--- src/hw/rtl/psvs_pkg.sv ---
// package: shared types, register indexes and constants for the pcm step volume scaler
package psvs_pkg;

	localparam int MAX_STEPS_DEF = 63;

	localparam int SAMPLE_W = 16;
	localparam int VOL_W    = 7;
	localparam int CFG_IDX_W = 2;
	localparam int CFG_DATA_W = VOL_W;

	localparam logic [CFG_IDX_W-1:0] REG_VOLUME_STEPS = 2'd0;
	localparam logic [CFG_IDX_W-1:0] REG_WIDE_SAMPLES = 2'd1;

	localparam logic signed [16:0] SAT_HI_WIDE   = 17'sd32767;
	localparam logic signed [16:0] SAT_LO_WIDE   = -17'sd32768;
	localparam logic signed [16:0] SAT_HI_NARROW = 17'sd127;
	localparam logic signed [16:0] SAT_LO_NARROW = -17'sd128;

	typedef struct packed {
		logic signed [SAMPLE_W-1:0] sample_in;
		logic                       last_in;
	} psvs_in_t;

	typedef struct packed {
		logic signed [SAMPLE_W-1:0] sample_out;
		logic                       last_out;
	} psvs_out_t;

	typedef struct packed {
		logic load;
		logic step;
		logic finish;
	} psvs_cmd_t;

	typedef struct packed {
		logic cnt_zero;
	} psvs_stat_t;

endpackage

--- src/hw/rtl/psvs_ctrl.sv ---
// controller: sequences load, scaling steps and result capture for one request
module psvs_ctrl
	import psvs_pkg::*;
(
	input  logic       clk,
	input  logic       arst_n,
	input  logic       start,
	input  psvs_stat_t stat,
	output psvs_cmd_t  cmd,
	output logic       busy,
	output logic       done
);

	localparam logic ST_IDLE = 1'b0;
	localparam logic ST_RUN  = 1'b1;

	logic state_q;
	logic state_d;
	logic done_q;

	always_comb begin
		cmd     = '0;
		state_d = state_q;
		case (state_q)
			ST_IDLE: begin
				if (start) begin
					cmd.load = 1'b1;
					state_d  = ST_RUN;
				end
			end
			ST_RUN: begin
				if (stat.cnt_zero) begin
					cmd.finish = 1'b1;
					state_d    = ST_IDLE;
				end else begin
					cmd.step = 1'b1;
				end
			end
			default: begin
				state_d = ST_IDLE;
			end
		endcase
	end

	always_ff @(posedge clk or negedge arst_n) begin
		if (!arst_n) begin
			state_q <= ST_IDLE;
			done_q  <= 1'b0;
		end else begin
			state_q <= state_d;
			done_q  <= cmd.finish;
		end
	end

	assign busy = (state_q == ST_RUN);
	assign done = done_q;

endmodule

--- src/hw/rtl/psvs_dp.sv ---
// datapath: config registers, step counter, shared 1.25 / 0.75 scale unit, result register
module psvs_dp
	import psvs_pkg::*;
#(
	parameter int MAX_STEPS = MAX_STEPS_DEF
) (
	input  logic                  clk,
	input  logic                  arst_n,
	input  logic                  cfg_we,
	input  logic [CFG_IDX_W-1:0]  cfg_idx,
	input  logic [CFG_DATA_W-1:0] cfg_data,
	input  psvs_in_t              item,
	input  psvs_cmd_t             cmd,
	output psvs_stat_t            stat,
	output psvs_out_t             result
);

	localparam int CNT_W = (MAX_STEPS < 2) ? 1 : $clog2(MAX_STEPS + 1);
	localparam logic [8:0] MAX_C = 9'(MAX_STEPS);

	logic signed [VOL_W-1:0]    vol_q;
	logic                       wide_q;
	logic signed [SAMPLE_W-1:0] x_q;
	logic                       raise_q;
	logic                       wide_run_q;
	logic                       last_q;
	logic [CNT_W-1:0]           cnt_q;
	psvs_out_t                  result_q;

	logic signed [7:0]          vol_ext;
	logic [7:0]                 mag;
	logic [8:0]                 n_clamp;
	logic signed [SAMPLE_W-1:0] x_load;
	logic signed [18:0]         x19;
	logic signed [18:0]         prod;
	logic signed [18:0]         prod_b;
	logic signed [16:0]         quo;
	logic signed [16:0]         sat_hi;
	logic signed [16:0]         sat_lo;
	logic signed [SAMPLE_W-1:0] x_next;

	// config registers
	always_ff @(posedge clk or negedge arst_n) begin
		if (!arst_n) begin
			vol_q  <= '0;
			wide_q <= 1'b0;
		end else if (cfg_we) begin
			case (cfg_idx)
				REG_VOLUME_STEPS: vol_q  <= cfg_data;
				REG_WIDE_SAMPLES: wide_q <= cfg_data[0];
				default: begin
				end
			endcase
		end
	end

	// step count magnitude clamped to the bound, and the sample to load (low byte sign-extended when narrow)
	always_comb begin
		vol_ext = {vol_q[VOL_W-1], vol_q};
		mag     = vol_q[VOL_W-1] ? 8'(-vol_ext) : 8'(vol_ext);
		n_clamp = ({1'b0, mag} > MAX_C) ? MAX_C : {1'b0, mag};
		x_load  = wide_q ? item.sample_in
			: {{8{item.sample_in[7]}}, item.sample_in[7:0]};
	end

	// one scale step: trunc(5x/4) or trunc(3x/4), then saturate
	always_comb begin
		x19    = 19'(x_q);
		prod   = raise_q ? ((x19 <<< 2) + x19) : ((x19 <<< 1) + x19);
		prod_b = prod + (prod[18] ? 19'sd3 : 19'sd0);
		quo    = prod_b[18:2];
		sat_hi = wide_run_q ? SAT_HI_WIDE : SAT_HI_NARROW;
		sat_lo = wide_run_q ? SAT_LO_WIDE : SAT_LO_NARROW;
		if (quo > sat_hi) begin
			x_next = 16'(sat_hi);
		end else if (quo < sat_lo) begin
			x_next = 16'(sat_lo);
		end else begin
			x_next = 16'(quo);
		end
	end

	always_ff @(posedge clk or negedge arst_n) begin
		if (!arst_n) begin
			cnt_q <= '0;
		end else if (cmd.load) begin
			cnt_q <= CNT_W'(n_clamp);
		end else if (cmd.step) begin
			cnt_q <= cnt_q - CNT_W'(1);
		end
	end

	always_ff @(posedge clk) begin
		if (cmd.load) begin
			x_q        <= x_load;
			raise_q    <= !vol_q[VOL_W-1] && (vol_q != '0);
			wide_run_q <= wide_q;
			last_q     <= item.last_in;
		end else if (cmd.step) begin
			x_q <= x_next;
		end
		if (cmd.finish) begin
			result_q.sample_out <= x_q;
			result_q.last_out   <= last_q;
		end
	end

	assign stat.cnt_zero = (cnt_q == '0);
	assign result        = result_q;

endmodule

--- src/hw/rtl/pcm_step_volume_scaler_top.sv ---
// top level: pcm step volume scaler, controller plus datapath
//
// channel   signals                      transfer
// request   start, busy, item            start high and busy low at a rising edge
// result    done, result                 done high for one cycle, always taken
// config    cfg_we, cfg_idx, cfg_data    cfg_we high at a rising edge
//
// a request runs n scale steps and then captures the result, n being |volume_steps|
// clamped to MAX_STEPS; one shared scale unit does one step per cycle
// busy is high from the cycle after acceptance until the cycle done shows
// a new request can be taken in the cycle done is high
// reset clears config registers to zero and returns the controller to idle
module pcm_step_volume_scaler_top
	import psvs_pkg::*;
#(
	parameter int MAX_STEPS = MAX_STEPS_DEF
) (
	input  logic                  clk,
	input  logic                  arst_n,
	input  logic                  start,
	output logic                  busy,
	input  psvs_in_t              item,
	output logic                  done,
	output psvs_out_t             result,
	input  logic                  cfg_we,
	input  logic [CFG_IDX_W-1:0]  cfg_idx,
	input  logic [CFG_DATA_W-1:0] cfg_data
);

	psvs_cmd_t  cmd;
	psvs_stat_t stat;
	logic       busy_i;

	psvs_ctrl u_ctrl (
		.clk    (clk),
		.arst_n (arst_n),
		.start  (start),
		.stat   (stat),
		.cmd    (cmd),
		.busy   (busy_i),
		.done   (done)
	);

	psvs_dp #(
		.MAX_STEPS (MAX_STEPS)
	) u_dp (
		.clk      (clk),
		.arst_n   (arst_n),
		.cfg_we   (cfg_we),
		.cfg_idx  (cfg_idx),
		.cfg_data (cfg_data),
		.item     (item),
		.cmd      (cmd),
		.stat     (stat),
		.result   (result)
	);

	assign busy = busy_i;

endmodule

--- config.mk ---
export PLATFORM = sky130hd
export DESIGN_NAME = pcm_step_volume_scaler_top
export DESIGN_NICKNAME = d
export VERILOG_FILES = /design/src/hw/rtl/psvs_pkg.sv /design/src/hw/rtl/psvs_ctrl.sv /design/src/hw/rtl/psvs_dp.sv /design/src/hw/rtl/pcm_step_volume_scaler_top.sv
export SDC_FILE = /design/constraint.sdc
export NUM_CORES = 1
export LEC_CHECK = 0
export ABC_AREA = 1
export CORE_ASPECT_RATIO = 1.5
export CORE_MARGIN = 2
export CORE_UTILIZATION = 25
export CTS_BUF_LIST = sky130_fd_sc_hd__clkbuf_2 sky130_fd_sc_hd__clkbuf_4 sky130_fd_sc_hd__clkbuf_8
export DETAILED_ROUTE_END_ITERATION = 10
export DONT_BUFFER_PORTS = 1
export SETUP_SLACK_MARGIN = 0.3
export SLEW_MARGIN = 20
export SYNTH_ARGS = -nofsm -noshare
export SYNTH_HDL_FRONTEND = slang
export SYNTH_SLANG_ARGS = --single-unit
--- constraint.sdc ---
create_clock -name clk -period 3.9 [get_ports clk]
set_input_delay 0.39 -clock clk [delete_from_list [all_inputs] [get_ports clk]]
set_output_delay 0.39 -clock clk [all_outputs]
set_load 0.02 [all_outputs]
## Word-level counts from Yosys, hierarchy flattened

Cells that the tools add are included.
W data, S select, Z words.

- Output and inout port bits: 19
- Register bits after elaboration: 52
- Word-level logic and storage cells: 48

- Bitwise gates (word level): 1
- Multiplexer cells: 19
- $lt $le $gt $ge: 3
- $add $sub $neg: 5
- Equal/unequal tests: 1
- Reduce and logical (&&, ||, !) cells: 8

Operator list:

| cell | number |
|---|---|
| $mux W16 | 5 |
| $mux W15 | 2 |
| $add A18 B16 Y19 | 1 |
| $add A19 B19 Y19 | 1 |
| $mux W19 | 1 |
| $add A17 B16 Y18 | 1 |
| $mux W6 | 3 |
| $gt A17 B17 Y1 | 1 |
| $lt A17 B17 Y1 | 1 |
| $gt A8 B6 Y1 const B | 1 |
| $mux W8 | 1 |
| $neg A7 Y8 | 1 |
| $reduce_bool A7 Y1 | 1 |
| $logic_not A6 Y1 | 1 |
| $sub A6 B1 Y6 const B | 1 |
| $mux W1 | 4 |
| $mux W2 | 2 |
| $reduce_and A2 Y1 | 2 |
| $eq A2 B1 Y1 const B | 1 |
| $logic_not A2 Y1 | 1 |
| $pmux W1 S2 | 1 |
| $reduce_bool A2 Y1 | 1 |
| $logic_and A1 B1 Y1 | 1 |
| $logic_not A1 Y1 | 1 |
| $not A1 Y1 | 1 |

## Longest topological paths before layout

- Depth after elaboration: 9
- Gate-level depth with buffers: 34
- Depth with buffers taken out: 31

## Hierarchy

Synthesis repeated with hierarchy kept, for this count alone.

- Cell total of the unflattened synthesis: 733
- Area, all modules: 5013.6 um^2

By module, submodules not included:

| module | area each (um^2) | times used | seq. area each (um^2) | cells an instance |
|---|---|---|---|---|
| psvs_dp | 4927.2 | 1 | 1431.4 | 722 |
| psvs_ctrl | 86.3 | 1 | 50.0 | 11 |

## Worst setup path before layout

OpenSTA, ideal clock, no wires.

- Kind: flip-flop to flip-flop
- From: register u_dp.x_q[1]
- To: register u_dp.x_q[1] (data pin)
- Setup slack: -374 ps
- Path buffers: 0
- Stages on the path, launching flop included: 29
- Setup time: 264 ps
- Clock period less this slack: 4274 ps
- Data arrival time: 4010 ps
- Data required time: 3636 ps
- Cell sequence: edfxtp_1 -> ha_1 -> nand2_1 -> o21ai_0 -> ha_1 -> nand2_1 -> o21bai_2 -> nand2_2 -> nor2_4 -> nand3_4 -> nor2_4 -> nand2_4 -> inv_1 -> nand3_1 -> nor2_1 -> nand3_1 -> xor2_1 -> ha_1 -> inv_1 -> nor3_1 -> nand3_1 -> nor3_1 -> nand4_1 -> nor3_1 -> nand2_1 -> nand2_1 -> nand2_1 -> a21oi_2 -> a21oi_1

- Longest elaborated chain between the ends: 9
- Elaborated cells on any way between the ends: 11
- Classes of those cells: add/sub: 3; order compare: 2; mux: 6

RTL lines:

| item | RTL line | source |
|---|---|---|
| from (decl) | psvs_dp.sv:23 | `logic signed [SAMPLE_W-1:0] x_q;` |
| from (signal assigned) | psvs_dp.sv:95 | `x_q <= x_load;` |
| from (signal assigned) | psvs_dp.sv:100 | `x_q <= x_next;` |
| $add A18 B16 Y19 or $add A17 B16 Y18 (tied branches) | psvs_dp.sv:69 | `prod = raise_q ? ((x19 <<< 2) + x19) : ((x19 <<< 1) + x19);` |
| $mux W19 * | psvs_dp.sv:69 |  |
| $mux W2 | psvs_dp.sv:70 | `prod_b = prod + (prod[18] ? 19'sd3 : 19'sd0);` |
| $add A19 B19 Y19 * | psvs_dp.sv:70 |  |
| $lt A17 B17 Y1 | psvs_dp.sv:76 | `end else if (quo < sat_lo) begin` |
| $mux W16 | psvs_dp.sv:76 |  |
| $mux W16 * | psvs_dp.sv:74 | `if (quo > sat_hi) begin` |
| $mux W16 * | psvs_dp.sv:99 | `end else if (cmd.step) begin` |
| $mux W16 * | psvs_dp.sv:94 | `if (cmd.load) begin` |

Every way passes the cells marked *; elsewhere a longest branch is shown, timed or not. The select of a mux whose other input is x is not followed.
A chain may end at the register's enable or synchronous reset.

## Final worst setup path

Same ends and word-level chain as after synthesis.

==> metrics.md <==
| Metric | Value |
|---|---|
| Met3 GRT Util | `2.19%` |
| Most frequent cells after synthesis | `245 x nand2_1, 125 x inv_1, 81 x nand3_1` |
| Number of port buffers | `0` |
| Crit path launch type | `register` |
| Cells after synthesis | `772` |
| CTS tree | `yes` |
| Worst-Skew Late Latency | `340 ps` |
| Routing usage on met1 | `13.4%` |
| Final worst path period need | `4350 ps` |
| DIE AREA | `0.0218 mm^2` |
| Detailed-route DRC error count | `0` |
| Syn Nets | `855` |
| Initial antenna violation count | `0` |
| Worst EP required | `4000 ps` |
| DRT Wirelength | `15800 um` |
| Synth area leader | `edfxtp_1` |
| Top_reg_cell synth | `edfxtp_1` |
| Final setup viols | `15` |
| Clk root buf | `clkbuf_8` |
| Die Height | `180 um` |
| Die W | `121 um` |
| Largest delay share family, worst path | `simple AND/OR/NAND/NOR gates` |
| Worst setup EP type | `register` |
| Rel. slew slack | `52.4%` |
| Synth cell types | `39` |
| Max cap viols | `0` |
| Crit path buffers/inverters | `3` |
| Async S/R FF share, synth | `30.8%` |
| Sequential share of the synthesized area | `28.7%` |
| Number of global-route vias before repair | `5328` |
| RSZ-0062 raised after global routing | `yes` |
| Routed WL per cell | `13.5 um` |
| Clk_skew | `18.1 ps` |
| Share of layout cells above drive strength 1 | `24.3%` |
| Gpl congestion | `0.898` |
| P&R area growth vs syn | `33.7%` |
| H-tree depth | `2` |
| Arr. time, crit path | `4450 ps` |
| Slowest stage cell, crit path | `fa_2` |
| Final antenna-violating net count | `0` |
| Fin cells | `1172` |
| Worst Slack Setup Final | `-450 ps` |
| Placed cells | `1147` |
| Vias per std cell | `4.58` |
| Post-DP HPWL | `12700 um` |
| ANT cells | `0` |
| F_max | `230 MHz` |
| Drt first pass iters | `5` |
| Clock buffer count from CTS | `5` |
| Io pins | `49` |
| Routed vias | `5368` |
| GR Layer Usage met2 | `29.6%` |
| Failing checks | `negative setup slack` |
| Final Core Density | `33.9%` |
| Max-slew violations | `0` |
| DRT iter0 DRCs | `249` |
| Filler cells | `2207` |
| Synth Area per Inst | `6.69 um^2` |
| Post-synthesis cell area | `0.00516 mm^2` |
| Status | `finished with violations` |
| Max incr delay on CP | `530 ps` |
| Yosys warnings | `0` |
| Synthesized flop and latch total | `52` |
| Starting Density | `25.4%` |
| Most frequent cell on the critical path | `nor2_1` |
| Crit Path Class | `reg2reg` |
| GRT overflow | `0` |
| Most frequent cell after synthesis | `nand2_1` |
| Worst-Margin Slew | `711 ps` |
| Largest cells by area after synthesis | `edfxtp_1 21%, nand2_1 18%, ha_1 12%` |
| Rows | `64` |
| Worst-path clk slew | `120 ps` |
| Largest net degree at the start of global routing | `20` |
| Clock Path Buffers | `2` |
| CP max FO | `4` |
| Nets | `990` |
| Fin crit share | `112%` |
| Synth top area share | `20.9%` |
| Final Hold Vio Count | `0` |
| R2r setup slk | `-450 ps` |
| Number of clock sinks | `52` |
| Hold Crit Class | `in2reg` |
| Total core area | `0.0203 mm^2` |
| Gr busiest metal | `met2` |
| GRT Overall Usage | `14.3%` |
| Global-route wire length before repair | `24700 um` |
| Count of flip-flops with a built-in enable after synthesis | `36` |
-- registers in the layout, indices dropped and copies added, names as in the netlist --
signal / flops
u_dp.result: 17
u_dp.x_q: 16
u_dp.vol_q: 7
u_dp.cnt_q: 6
u_ctrl.busy: 1
u_ctrl.done: 1
u_dp.last_q: 1
u_dp.raise_q: 1
u_dp.wide_q: 1
u_dp.wide_run_q: 1
-- layout by cell type (no fill, tap or decap), types with 3 or more instances in the layout --
cell,count
edfxtp_1,36
a21oi_1,38
nand3_1,72
clkbuf_8,5
a21oi_2,9
and2_1,5
nand3b_1,6
buf_4,133
nand2_1,235
nor3_1,3
ha_4,4
nand2_4,3
nor2_4,6
inv_1,122
o211ai_1,4
xor2_1,6
ha_1,45
nand3_2,6
nand4_1,12
nor2_1,60
o21ai_0,13
nor2_2,8
nand3_4,6
o21ai_1,5
dfrtp_1,16
nand2_2,13
-- stage by stage --
step                      area (um^2)  TNS, ps  hold slack (ps)  setup slack, ps
after floorplan                  5220    -3290             94.4             -247
after global placement           6410    -6370             94.8             -437
after detailed placement         6410    -7980             94.8             -545
after CTS                        6640    -7280              134             -498
after global routing             6900   -11720              129             -826
final                            6900    -6230              150             -450
-- path summary, 6_finish.rpt --
kind,startpoint,to,cells after the start
setup reg to reg,u_dp.x_q[1]$_DFFE_PP_,u_dp.x_q[1]$_DFFE_PP_,29
hold reg to reg,u_dp.last_q$_DFFE_PP_,u_dp.result[0]$_DFFE_PP_,0
hold / removal,item[0],u_dp.last_q$_DFFE_PP_,0
min in group asynchronous,arst_n,u_dp.vol_q[2]$_DFFE_PN0P_,1
setup / recovery,u_dp.x_q[1]$_DFFE_PP_,u_dp.x_q[1]$_DFFE_PP_,29
max in group asynchronous,arst_n,u_dp.cnt_q[5]$_DFFE_PN0P_,1
-- cells by family after synthesis --
kind of cell,count (synthesis),share of synthesized area [%]
simple gates,443,37.6
buf+inv,135,10.2
compound gates,77,8.22
fa+ha+maj,53,13.1
flops,52,28.7
xor+xnor,10,1.70
mux,2,0.436
-- cell type report --
class	instances	area [um^2]	area share (%)
multi-input cells	585	3480	50.4
clock inverters	3	21.3	0.308
flip-flops and latches	52	1480	21.5
inverters	127	489	7.09
repair buffers	136	1030	14.9
well taps	264	330	4.79
clock buffers	5	68.8	0.997
-- timing repair --
| item | CTS | global route |
|---|---|---|
| gates resized for setup | 23 | 40 |
| endpoints found under the setup margin | 15 | 15 |
| buffers inserted | 6 | 10 |
| hold buffers | 1 | 0 |
| pin swaps | 26 | 16 |
| hold endpoints to repair | 16 | 0 |
-- routing by layer --
| layer | part of all wire (%) | vias up |
|---|---|---|
| met1 | 37 | 2484 |
| met3 | 2.5 | 33 |
| met2 | 58 | 83 |
| met5 | 0 | - |
| met4 | 2.9 | 0 |
| li1 | - | 2768 |
Power is left out: the tool's default activity adds up to more than one toggle a clock period on the data nets, which glitch-free logic cannot reach.
